$ cat src/hdl/per_id_message_rate_limiter_defines.svh
// assertion macros for the per-id message rate limiter
// used by the top level; needs i_clk and i_rst_n in the including scope
`ifndef PER_ID_MESSAGE_RATE_LIMITER_DEFINES_SVH
`define PER_ID_MESSAGE_RATE_LIMITER_DEFINES_SVH

// consequent checked in the same cycle
`define PMRL_ASSERT_NOW(label, ante, cons) \
    label: assert property (@(posedge i_clk) disable iff (!i_rst_n) (ante) |-> (cons)) \
        else $error("pmrl assertion failed");

// consequent checked in the cycle after the antecedent
`define PMRL_ASSERT_NEXT(label, ante, cons) \
    label: assert property (@(posedge i_clk) disable iff (!i_rst_n) (ante) |=> (cons)) \
        else $error("pmrl assertion failed");

`endif

$ cat src/hdl/pmrl_pkg.sv
// shared types, constants and index helpers for the message rate limiter
// no dependencies
`timescale 1ns / 1ps

package pmrl_pkg;

    localparam int RING_DEPTH = 16;
    localparam int IDX_W      = (RING_DEPTH > 1) ? $clog2(RING_DEPTH) : 1;
    localparam int CNT_W      = IDX_W;

    localparam int ID_W       = 16;
    localparam int SRC_W      = 8;
    localparam int TIME_W     = 48;
    localparam int IVL_W      = 16;
    localparam int WIN_W      = 16;
    localparam int CFG_IDX_W  = 8;
    localparam int CFG_DATA_W = 16;

    localparam logic [IDX_W-1:0] LAST_IDX     = IDX_W'(RING_DEPTH - 1);
    localparam logic [WIN_W-1:0] WINDOW_RESET = WIN_W'(1000);
    localparam logic [SRC_W-1:0] SOURCE_RESET = '0;

    // register indexes
    localparam logic [CFG_IDX_W-1:0] CFG_WINDOW = CFG_IDX_W'(0);
    localparam logic [CFG_IDX_W-1:0] CFG_SOURCE = CFG_IDX_W'(1);

    // command codes
    localparam logic CMD_CHECK = 1'b0;
    localparam logic CMD_PUSH  = 1'b1;

    typedef enum logic [1:0] {
        S_IDLE,
        S_START,
        S_WALK,
        S_FIN
    } t_state;

    typedef struct packed {
        logic              en;
        logic [IDX_W-1:0]  addr;
        logic [ID_W-1:0]   id;
        logic [SRC_W-1:0]  src;
        logic [TIME_W-1:0] stamp;
    } t_ring_wr;

    typedef struct packed {
        logic              valid;
        logic [ID_W-1:0]   id;
        logic [SRC_W-1:0]  src;
        logic [TIME_W-1:0] stamp;
    } t_ring_rd;

    function automatic logic [IDX_W-1:0] next_idx(input logic [IDX_W-1:0] idx);
        return (idx == LAST_IDX) ? '0 : idx + IDX_W'(1);
    endfunction

    function automatic logic [IDX_W-1:0] prev_idx(input logic [IDX_W-1:0] idx);
        return (idx == '0) ? LAST_IDX : idx - IDX_W'(1);
    endfunction

endpackage

$ cat src/hdl/pmrl_ring.sv
// message ring storage: one write port, one registered read port
// per-slot valid bits cleared by reset; depends on pmrl_pkg
`timescale 1ns / 1ps

module pmrl_ring (
    input  logic                           i_clk,
    input  logic                           i_rst_n,
    input  pmrl_pkg::t_ring_wr             i_wr,
    input  logic [pmrl_pkg::IDX_W-1:0]     i_rd_addr,
    output pmrl_pkg::t_ring_rd             o_rd
);
    import pmrl_pkg::*;

    localparam int ENTRY_W = ID_W + SRC_W + TIME_W;

    logic [ENTRY_W-1:0]    r_mem [RING_DEPTH];
    logic [RING_DEPTH-1:0] r_valid;
    logic [ENTRY_W-1:0]    r_rd_data;
    logic                  r_rd_valid;

    // payload array, no reset
    always_ff @(posedge i_clk) begin
        if (i_wr.en) begin
            r_mem[i_wr.addr] <= {i_wr.id, i_wr.src, i_wr.stamp};
        end
        r_rd_data <= r_mem[i_rd_addr];
    end

    always_ff @(posedge i_clk) begin
        if (!i_rst_n) begin
            r_valid    <= '0;
            r_rd_valid <= 1'b0;
        end else begin
            if (i_wr.en) begin
                r_valid[i_wr.addr] <= 1'b1;
            end
            r_rd_valid <= r_valid[i_rd_addr];
        end
    end

    assign o_rd.valid = r_rd_valid;
    assign o_rd.id    = r_rd_data[ENTRY_W-1 -: ID_W];
    assign o_rd.src   = r_rd_data[TIME_W +: SRC_W];
    assign o_rd.stamp = r_rd_data[TIME_W-1:0];

endmodule

$ cat src/hdl/per_id_message_rate_limiter.sv
// sequence: a push, or a check with interval 0, goes straight to the finish step;
// other checks walk k entries (1 to RING_DEPTH-1), newest first, before finishing
// one item at a time: the next is taken once the result is in the output register;
// the ring walk reads one slot per cycle through one memory read port
// reset (synchronous, active low): ring empty, write index 0, window 1000, source 0
`timescale 1ns / 1ps

`include "per_id_message_rate_limiter_defines.svh"

// top level: sequencer walking the ring with one shared age subtract/compare unit
// depends on pmrl_pkg, pmrl_ring and per_id_message_rate_limiter_defines.svh
module per_id_message_rate_limiter (
    input  logic                                i_clk,
    input  logic                                i_rst_n,
    // item channel
    input  logic                                i_in_valid,
    output logic                                o_in_ready,
    input  logic                                i_command,
    input  logic [pmrl_pkg::ID_W-1:0]           i_msg_id,
    input  logic [pmrl_pkg::SRC_W-1:0]          i_source,
    input  logic [pmrl_pkg::TIME_W-1:0]         i_now_ms,
    input  logic [pmrl_pkg::IVL_W-1:0]          i_interval_ms,
    // result channel
    output logic                                o_out_valid,
    input  logic                                i_out_ready,
    output logic                                o_limited,
    // configuration write channel
    input  logic                                i_cfg_valid,
    output logic                                o_cfg_ready,
    input  logic [pmrl_pkg::CFG_IDX_W-1:0]      i_cfg_index,
    input  logic [pmrl_pkg::CFG_DATA_W-1:0]     i_cfg_data
);
    import pmrl_pkg::*;

    // sequencer state
    t_state             r_state;
    t_state             n_state;

    // ring position: write pointer, walk pointer and remaining walk steps
    logic [IDX_W-1:0]   r_wr_idx;
    logic [IDX_W-1:0]   r_idx;
    logic [IDX_W-1:0]   n_idx;
    logic [CNT_W-1:0]   r_left;
    logic [CNT_W-1:0]   n_left;

    // captured check beat
    logic [ID_W-1:0]    r_id;
    logic [TIME_W-1:0]  r_now;
    logic [IVL_W-1:0]   r_interval;

    // configuration
    logic [WIN_W-1:0]   r_window;
    logic [SRC_W-1:0]   r_source;

    // pending answer and output register
    logic               r_res;
    logic               n_res;
    logic               r_out_valid;
    logic               r_limited;
    logic               out_load;

    // handshakes
    logic               in_fire;
    logic               cfg_fire;

    // ring port
    t_ring_wr           ring_wr;
    t_ring_rd           ring_rd;
    logic [IDX_W-1:0]   rd_addr;

    // shared age unit
    logic [TIME_W:0]    age;
    logic               age_neg;
    logic               ge_window;
    logic               lt_interval;
    logic               end_clear;
    logic               hit;
    logic               last_step;

    assign o_in_ready  = (r_state == S_IDLE);
    assign o_cfg_ready = 1'b1;
    assign in_fire     = i_in_valid && o_in_ready;
    assign cfg_fire    = i_cfg_valid && o_cfg_ready;

    pmrl_ring u_ring (
        .i_clk     (i_clk),
        .i_rst_n   (i_rst_n),
        .i_wr      (ring_wr),
        .i_rd_addr (rd_addr),
        .o_rd      (ring_rd)
    );

    // age of the slot whose data is on the read port; a future stamp gives a
    // negative age, which is inside both windows
    assign age     = {1'b0, r_now} - {1'b0, ring_rd.stamp};
    assign age_neg = age[TIME_W];

    assign ge_window   = !age_neg &&
                         ((age[TIME_W-1:WIN_W] != '0) || (age[WIN_W-1:0] >= r_window));
    assign lt_interval = age_neg ||
                         ((age[TIME_W-1:IVL_W] == '0) && (age[IVL_W-1:0] < r_interval));

    // empty slot, id zero or an entry at or past the window ends the walk clear
    assign end_clear = !ring_rd.valid || (ring_rd.id == '0) || ge_window;
    assign hit       = (ring_rd.id == r_id) && (ring_rd.src == r_source) && lt_interval;
    assign last_step = (r_left == CNT_W'(1));

    // next state
    always_comb begin
        n_state = r_state;
        case (r_state)
            S_IDLE: begin
                if (in_fire) begin
                    if (i_command == CMD_PUSH || i_interval_ms == '0) begin
                        n_state = S_FIN;
                    end else begin
                        n_state = S_START;
                    end
                end
            end
            S_START: begin
                n_state = S_WALK;
            end
            S_WALK: begin
                if (end_clear || hit || last_step) begin
                    n_state = S_FIN;
                end
            end
            S_FIN: begin
                if (out_load) begin
                    n_state = S_IDLE;
                end
            end
            default: begin
                n_state = S_IDLE;
            end
        endcase
    end

    // datapath controls
    always_comb begin
        n_idx         = r_idx;
        n_left        = r_left;
        n_res         = r_res;
        rd_addr       = r_idx;
        out_load      = 1'b0;
        ring_wr.en    = 1'b0;
        ring_wr.addr  = r_wr_idx;
        ring_wr.id    = i_msg_id;
        ring_wr.src   = i_source;
        ring_wr.stamp = i_now_ms;
        case (r_state)
            S_IDLE: begin
                if (in_fire) begin
                    // newest slot sits just behind the write pointer
                    n_idx      = prev_idx(r_wr_idx);
                    n_left     = CNT_W'(RING_DEPTH - 1);
                    n_res      = 1'b0;
                    ring_wr.en = (i_command == CMD_PUSH);
                end
            end
            S_START: begin
                rd_addr = r_idx;
            end
            S_WALK: begin
                // evaluate current slot, fetch the one before it
                rd_addr = prev_idx(r_idx);
                n_idx   = prev_idx(r_idx);
                n_left  = r_left - CNT_W'(1);
                n_res   = hit && !end_clear;
            end
            S_FIN: begin
                out_load = !r_out_valid || i_out_ready;
            end
            default: begin
                rd_addr = r_idx;
            end
        endcase
    end

    // control registers
    always_ff @(posedge i_clk) begin
        if (!i_rst_n) begin
            r_state     <= S_IDLE;
            r_wr_idx    <= '0;
            r_out_valid <= 1'b0;
            r_window    <= WINDOW_RESET;
            r_source    <= SOURCE_RESET;
        end else begin
            r_state <= n_state;
            if (ring_wr.en) begin
                r_wr_idx <= next_idx(r_wr_idx);
            end
            if (out_load) begin
                r_out_valid <= 1'b1;
            end else if (i_out_ready) begin
                r_out_valid <= 1'b0;
            end
            if (cfg_fire) begin
                case (i_cfg_index)
                    CFG_WINDOW: r_window <= i_cfg_data[WIN_W-1:0];
                    CFG_SOURCE: r_source <= i_cfg_data[SRC_W-1:0];
                    default: begin
                        // unknown index, write dropped
                    end
                endcase
            end
        end
    end

    // payload registers
    always_ff @(posedge i_clk) begin
        r_idx  <= n_idx;
        r_left <= n_left;
        r_res  <= n_res;
        if (in_fire) begin
            r_id       <= i_msg_id;
            r_now      <= i_now_ms;
            r_interval <= i_interval_ms;
        end
        if (out_load) begin
            r_limited <= r_res;
        end
    end

    assign o_out_valid = r_out_valid;
    assign o_limited   = r_limited;

    // a walk never runs with no steps left
    `PMRL_ASSERT_NOW(a_walk_left, r_state == S_WALK, r_left != '0)
    // write pointer stays inside the ring
    `PMRL_ASSERT_NOW(a_wr_idx_range, 1'b1, r_wr_idx <= LAST_IDX)
    // a push advances the write pointer by one slot
    `PMRL_ASSERT_NEXT(a_push_adv, ring_wr.en, r_wr_idx == next_idx($past(r_wr_idx)))
    // results appear only out of the finish step
    `PMRL_ASSERT_NEXT(a_out_src, !r_out_valid && r_state != S_FIN, !r_out_valid)

endmodule

$ cat config.mk
export PLATFORM = sky130hd
export DESIGN_NAME = per_id_message_rate_limiter
export DESIGN_NICKNAME = d
export VERILOG_FILES = /design/src/hdl/pmrl_pkg.sv /design/src/hdl/pmrl_ring.sv /design/src/hdl/per_id_message_rate_limiter.sv
export VERILOG_INCLUDE_DIRS = /design/src /design/src/hdl
export SDC_FILE = /design/constraint.sdc
export NUM_CORES = 2
export LEC_CHECK = 0
export BUFFER_PORTS_ARGS = -buffer_cell sky130_fd_sc_hd__buf_2
export CORE_AREA = 2 2 334 336
export DETAILED_ROUTE_END_ITERATION = 16
export DIE_AREA = 0 0 336 338
export PLACE_DENSITY = 0.68
export SLEW_MARGIN = 25
export SYNTH_ARGS = -nofsm -noshare
export SYNTH_HDL_FRONTEND = slang
export SYNTH_SLANG_ARGS = --single-unit
$ cat constraint.sdc
create_clock -name i_clk -period 6.4 [get_ports i_clk]
set_clock_uncertainty 0.1 [all_clocks]
set_input_delay 0.64 -clock i_clk [delete_from_list [all_inputs] [get_ports i_clk]]
set_output_delay 0.64 -clock i_clk [all_outputs]
set_load 0.01 [all_outputs]
Word-level counts from Yosys, hierarchy flattened. Memory sizes are Yosys's and may differ from the RTL's. A register that Yosys moved wholly into a read port is not among the register bits. Index checks and enable logic that the tools add are counted.

Bits in registers: 138. Latch bits: 0. RAM bits: 1152. ROM bits: 0. Input port bits: 118. Output and inout bits: 4. Logic and storage cells: 96. Memories kept: 1.

Add/subtract/negate cells: 5. Multiply operators: 0. Div/mod/pow operators: 0. Magnitude comparators: 5. Equal/unequal tests: 11. Shifts and indexed selects: 0. Muxes and demuxes: 26. Bitwise gates (word level): 1. Reductions and logical operators: 33.

Memory list: u_ring.r_mem (words 16, bits a word 72, read ports 1, clocked after Yosys merged registers in 1, wr ports 1, RTL line pmrl_ring.sv:16) `logic [ENTRY_W-1:0] r_mem [RING_DEPTH];`.

Operator list (count): subtractor 48 x 48 -> 49 bit (1); logical NOT 16 bit (2); logical NOT 32 bit (1); nonzero test 32 bit (1); 2-to-1 mux 4 bit (6); equality test 16 bit (1); >= comparator 16 bit (1); < comparator 16 bit (1); bitwise OR 16 bit (1); one-hot mux 4 bit (2 select lines) (2); subtractor 4 x 1 -> 4 bit, second input constant (3); < comparator 4 x 5 -> 1 bit, second input constant (2); 2-to-1 mux 1 bit (10); equality test 8 x 1 -> 1 bit, second input constant (1); equality test 8 bit (1); logical NOT 4 bit (2); logical NOT 8 bit (1); logical OR 1 bit (8); 2-to-1 mux 2 bit (4); one-hot mux 2 bit (4 select lines) (1); logical AND 1 bit (7); AND reduction 2 bit (3); adder 4 x 1 -> 4 bit, second input constant (1); binary-select mux 1 bit (select 4 bit) (1); 13 further kinds (19).

Logic depth before layout (Yosys ltp).
Depth in word-level cells: 9. Gate-level depth with buffers: 19. Depth with buffers taken out: 19.

Hierarchy. Synthesis repeated with hierarchy kept, for this count alone.

Cells, all modules: 2880. Area, all modules: 54040.6 um^2.

By module, submodules not included: pmrl_ring (instances 1, cells each 1905, area each 45167.1 um^2, sequential area each 36374.9 um^2); per_id_message_rate_limiter (instances 1, cells each 975, area each 8873.5 um^2, sequential area each 3323.2 um^2).

Worst setup path before layout. No wires, ideal clock.

Path kind: flip-flop to flip-flop. From: register r_state[0]. To: memory u_ring.r_mem[3][0] in the netlist's numbering, enable pin. Setup time: 0.593 ns. Arrival: 6.225 ns. Required time: 5.707 ns. Setup slack: -0.517 ns. Stages on the path, launching flop included: 7. Buffers on the path: 1. Clock period less this slack: 6.917 ns. Cells stage by stage: dfxtp_1 -> inv_1 -> ha_1 -> and3_1 -> clkbuf_1 -> nand2_1 -> nor3_1.

Cells in the longest elaborated chain, start to end: 6.

RTL lines: start, declared (RTL line per_id_message_rate_limiter.sv:36) `t_state r_state;`; start signal, assigned (RTL line per_id_message_rate_limiter.sv:190) `r_state <= n_state;`; logical NOT 2 bit (*) (RTL line per_id_message_rate_limiter.sv:80) `assign o_in_ready = (r_state == S_IDLE);`; net o_in_ready (RTL line per_id_message_rate_limiter.sv:17) `output logic o_in_ready,`; logical AND 1 bit (RTL line per_id_message_rate_limiter.sv:82) `assign in_fire = i_in_valid && o_in_ready;`; 2-to-1 mux 1 bit (RTL line per_id_message_rate_limiter.sv:154) `if (in_fire) begin`; 2-to-1 mux 1 bit (*) (RTL line per_id_message_rate_limiter.sv:152) `case (r_state)`; 2-to-1 mux 1 bit (*) (RTL line pmrl_ring.sv:23) `if (i_wr.en) begin`; 2-to-1 mux 1 bit (not written as such) (*) (RTL line pmrl_ring.sv:24) `r_mem[i_wr.addr] <= {i_wr.id, i_wr.src, i_wr.stamp};`; end, declared (RTL line pmrl_ring.sv:16).

Mark *: on every way through the listed nets, which the timed path passes. The rest lies on a longest branch.

Final worst setup path.
From: register r_now[0]. To: register r_state[0].

Cells in the longest elaborated chain, start to end: 9. Elaborated cells between the ends (all ways): 16.

RTL lines: start, declared (RTL line per_id_message_rate_limiter.sv:48) `logic [TIME_W-1:0] r_now;`; start signal, assigned (RTL line per_id_message_rate_limiter.sv:218) `r_now <= i_now_ms;`; subtractor 48 x 48 -> 49 bit (*) (RTL line per_id_message_rate_limiter.sv:95) `assign age = {1'b0, r_now} - {1'b0, ring_rd.stamp};`; >= comparator 16 bit, or another cell as far along (RTL line per_id_message_rate_limiter.sv:99) `((age[TIME_W-1:WIN_W] != '0) || (age[WIN_W-1:0] >= r_window));`; logical OR 1 bit / logical AND 1 bit (equally long branches) (RTL line per_id_message_rate_limiter.sv:99, per_id_message_rate_limiter.sv:101); logical AND 1 bit / logical OR 1 bit (equally long branches) (RTL line per_id_message_rate_limiter.sv:98, per_id_message_rate_limiter.sv:100); logical OR 1 bit / logical AND 1 bit (equally long branches) (RTL line per_id_message_rate_limiter.sv:104, per_id_message_rate_limiter.sv:105); logical OR 1 bit (*) (2 in series) (RTL line per_id_message_rate_limiter.sv:125) `if (end_clear || hit || last_step) begin`; != test 2 bit (no source line) (*); AND reduction 3 bit (no source line) (*).

Mark *: on every way between the ends. The rest lies on a longest branch, timed or not. A chain may end at the register's enable or synchronous reset.

==> qor.csv <==
stage,metric,value,unit
finish,drive_above_1_share,0.2186,
synth,synth_ff_type,edfxtp_1,
timing,fin_crit,5.204,ns
setup_path,crit_end,r_state[0]$_SDFFE_PN0P_,
route,drc,0,
worst_hold_path,min_from,i_cfg_data[9],
route,wl_per_cell,26.97,um
die,initial_core_util,0.4957,
synth,yosysSeqAreaShare,0.7277,
power,combPwrFrac,0.331,
timing,clock.fmax,192.2,MHz
timing,final.setup.worst_slack,1.196,ns
power,irDropWorstVdd,0.6082,mV
timing,period_share,0.8131,
clock_network,cts_made_buffers,139,
synth,synth_cells,3023,
power,clkPwrFrac,0.289,
route,dr.pass1.iters,5,
setup_path,reg2reg_from,r_now[0]$_DFFE_PP_,
setup_path,worstRegToRegCells,18,
synth,synthesis.area,0.05455,sq mm
setup_path,crit_path_max_fanout,5,
placed_design,place_ws,1.165,ns
run,cap_violations,0,
global_route,grt_max_degree,147,
timing,finalHoldViolations,0,
synth,yosysUniqueCellTypes,89,
power,pwr-share-seq,0.380,
placed_design,post_dp_cell_area,0.05726,sq mm
power,powerDensity,444.8,mW/mm^2
finish,area_delta_synth_final,13.66,%
setup_path,rrSetupSlack,1.20,ns
power,swShare,0.3236,
setup_path,crit_path_end_kind,register,
route,viasPerCell,5.955,
clock_network,cts_buffer_depth,3,
route,drtIter0Drc,2991,
clock_network,insertion_delay,0.74,ns
setup_path,critical_path_class,reg2reg,
power,netSwitchingPower,0.008925,W
finish,nets,3408,
global_route,grt_pass1_vias,29360,
setup_path,worstSetupStartpoint,r_now[0]$_DFFE_PP_,
power,cellLeakagePower,20.48,nW
clock_network,htree_levels,4,
worst_hold_path,hp-class,in2reg,
timing,report.final.slew_viol_count,0,
clock_network,root_buffer,clkbuf_16,
global_route,track_usage,0.2310,
timing,tns,0,ns
die,fp.dieH,338,um
synth,synth_edf_count,1242,
outcome,outcome,completed,
clock_network,postCtsSetupBuffers,0,
die,core_area,0.1101,sq mm
global_route,antenna_found_initial,16,
clock_network,cts_resized,0,
placed_design,port_buffers,120,
synth,yosys_warnings,0,
synth,syn_avg_cell_area,18.05,sq um
setup_path,r2r_end,r_state[0]$_SDFFE_PN0P_,
timing,setup_viol,0,
global_route,grt_pass1_wl,191900,um
placed_design,dp_hpwl,72410,um
clock_network,cts_tree,done,
synth,synth_fp_nets,3232,
route,postRouteAntennaNets,0,
placed_design,place.gp.congestion,0.9024,
setup_path,arrival,5.74,ns
die,fp.dieW,336,um
clock_network,cts_sinks,1362,
timing,rsz0062_at_grt,false,
global_route,gr-total-overflow,0,
route,vias,28630,
power,internal_power,0.01865,W
clock_network,path_clk_slew,0.06,ns
setup_path,cp.required,6.93,ns
synth,async_flop_share,0,
finish,design_area,0.06201,sq mm
die,io-pin-count,122,
timing,relSlewSlack,0.2824,
die,die_area,0.1136,sq mm
setup_path,cp-start-kind,register,
timing,worstMarginPinSlew,1.074,ns
finish,fin_util,0.5634,
route,wl,129700,um
die,rows,122,
synth,synth-seq-cells,1362,
[repair_timing]
| item | in CTS | in global routing |
|---|---|---|
| endpoints found under the setup margin | 0 | 0 |
| hold buffers | 8 | 0 |
| endpoints found under the hold margin | 8 | 0 |
[through the flow]
step                      hold WS, ns  power, W  std cells
after global routing         0.006757   0.02891       4806
after detailed placement       0.3487   0.01980       4534
after floorplan                0.3003   0.01717       3023
final                         0.04604   0.02758       4807
after CTS                   0.0007304   0.02780       4800
after global placement         0.3259   0.01975       4532
[cells by family (layout without fill, tap and decap cells)]
kind of cell    Yosys count  after routing  synth area share
compound gates          403            403           0.05062
fa+ha+maj                91             91           0.02101
buf+inv                 253            546           0.01849
flops                  1362           1362            0.7277
xor+xnor                 55             55          0.008830
other cells               1              4        0.00006874
mux                     317            317            0.1252
simple gates            541            541           0.04816
[cell type report]
cell class                 instances  area, sq um
multi-input combinational       1408        14050
timing repair buffer             182         1436
clock inverter                    69        686.9
fill                            8296        48050
tap                             1488         1862
antenna                            3        7.507
sequential                      1362        39700
inverter                         106        397.9
clock buffer                     189         3870
[flip-flops by register name, indices dropped and copies added, names as in the netlist, 8 cells and up]
register,flops
r_id,16
r_interval,16
r_now,48
r_source,8
r_window,16
u_ring.r_mem,1152
u_ring.r_rd_data,72
u_ring.r_valid,16
[layout by cell type, fill, tap and decap left out, types with 20 or more instances in the layout]
| cell | count |
|---|---|
| a211oi_1 | 82 |
| a21oi_1 | 61 |
| a31oi_1 | 78 |
| and2_1 | 74 |
| buf_12 | 20 |
| buf_2 | 120 |
| buf_4 | 29 |
| clkbuf_1 | 33 |
| clkbuf_16 | 142 |
| clkinv_1 | 21 |
| dfxtp_1 | 120 |
| edfxtp_1 | 1242 |
| ha_1 | 90 |
| inv_1 | 106 |
| mux2i_1 | 24 |
| mux4_2 | 292 |
| nand2_1 | 229 |
| nand4_1 | 29 |
| nor2_1 | 66 |
| nor2b_1 | 27 |
| o21a_1 | 26 |
| o21ai_0 | 41 |
| xnor2_1 | 27 |
| xor2_1 | 28 |
[worst min path at each step]
stage,cells past startpoint,to,slack (ns)
floorplan,0,o_limited$_DFFE_PP_,0.30
global placement,0,o_limited$_DFFE_PP_,0.33
detailed placement,1,u_ring.r_valid[12]$_SDFFE_PN0P_,0.35
CTS,1,r_interval[4]$_DFFE_PP_,0.0007
global route,1,r_interval[4]$_DFFE_PP_,0.007
finish,3,r_window[9]$_SDFFE_PN1P_,0.05
[critical path, stage by stage (launching register included)]
cell       delay (ns)
edfxtp_1         0.35
inv_1            0.05
ha_1             0.22
fa_1             0.42
nor2b_1          0.16
o31a_1           0.27
o31ai_2          0.10
o31ai_1          0.51
xor2_1           0.27
ha_1             0.28
nor2b_1          0.14
o21ai_0          0.52
o2111ai_1        0.20
a31oi_1          0.19
o21ai_0          0.13
or4_4            0.54
nor4_4           0.30
a21oi_2          0.12
o211a_1          0.23
[synth_stat cells, types with 3 or more instances]
library cell  number  share of area
buf_4              5        0.00069
a31oi_1           79         0.0091
nor3_1            22         0.0020
nor3b_1            3        0.00041
nor2b_1           27         0.0031
edfxtp_1        1242           0.68
nor2_1            79         0.0054
a21oi_1           62         0.0057
o211ai_1          12         0.0017
ha_1              90          0.021
dfxtp_1          120          0.044
nand2_1          229          0.016
nor4_1            17         0.0019
o21ai_0           42         0.0039
inv_1            106         0.0073
o2111ai_1          4        0.00064
nand2b_1          12         0.0014
mux4_2           292           0.12
o21ai_1           12         0.0011
o21a_1            26         0.0036
and2_1            75         0.0086
xor2_1            28         0.0045
nand4_1           29         0.0033
mux2i_1           24         0.0044
or2_2              5        0.00057
nand3_1           19         0.0017
buf_1             36         0.0025
buf_6              3        0.00062
o31a_1             3        0.00048
o31ai_1            3        0.00041
o211a_1            4        0.00073
a21o_1            15         0.0021
o21bai_1          12         0.0017
buf_2             13         0.0012
xnor2_1           27         0.0043
or3_1              5        0.00057
clkbuf_1          89         0.0061
a211oi_1          82          0.011
a21oi_2            8         0.0013
a2111oi_0          4        0.00064
[layer usage]
metal | global-route usage | vias up | share of wire
met5 | 0 | - | 0.00062
met4 | 0.07375 | 12 | 0.026
met3 | 0.03495 | 216 | 0.057
met2 | 0.3849 | 966 | 0.50
met1 | 0.3158 | 15010 | 0.42
li1 | - | 12430 | -
[power groups by stage]
stage,clock network [W],logic (W),registers (W)
detailed placement,0,0.00914,0.0107
global placement,0,0.00910,0.0106
finish,0.00798,0.00912,0.0105
floorplan,0,0.00659,0.0106
CTS,0.00813,0.00920,0.0105
global route,0.00848,0.00993,0.0105
(Power assumes the default switching activity.)
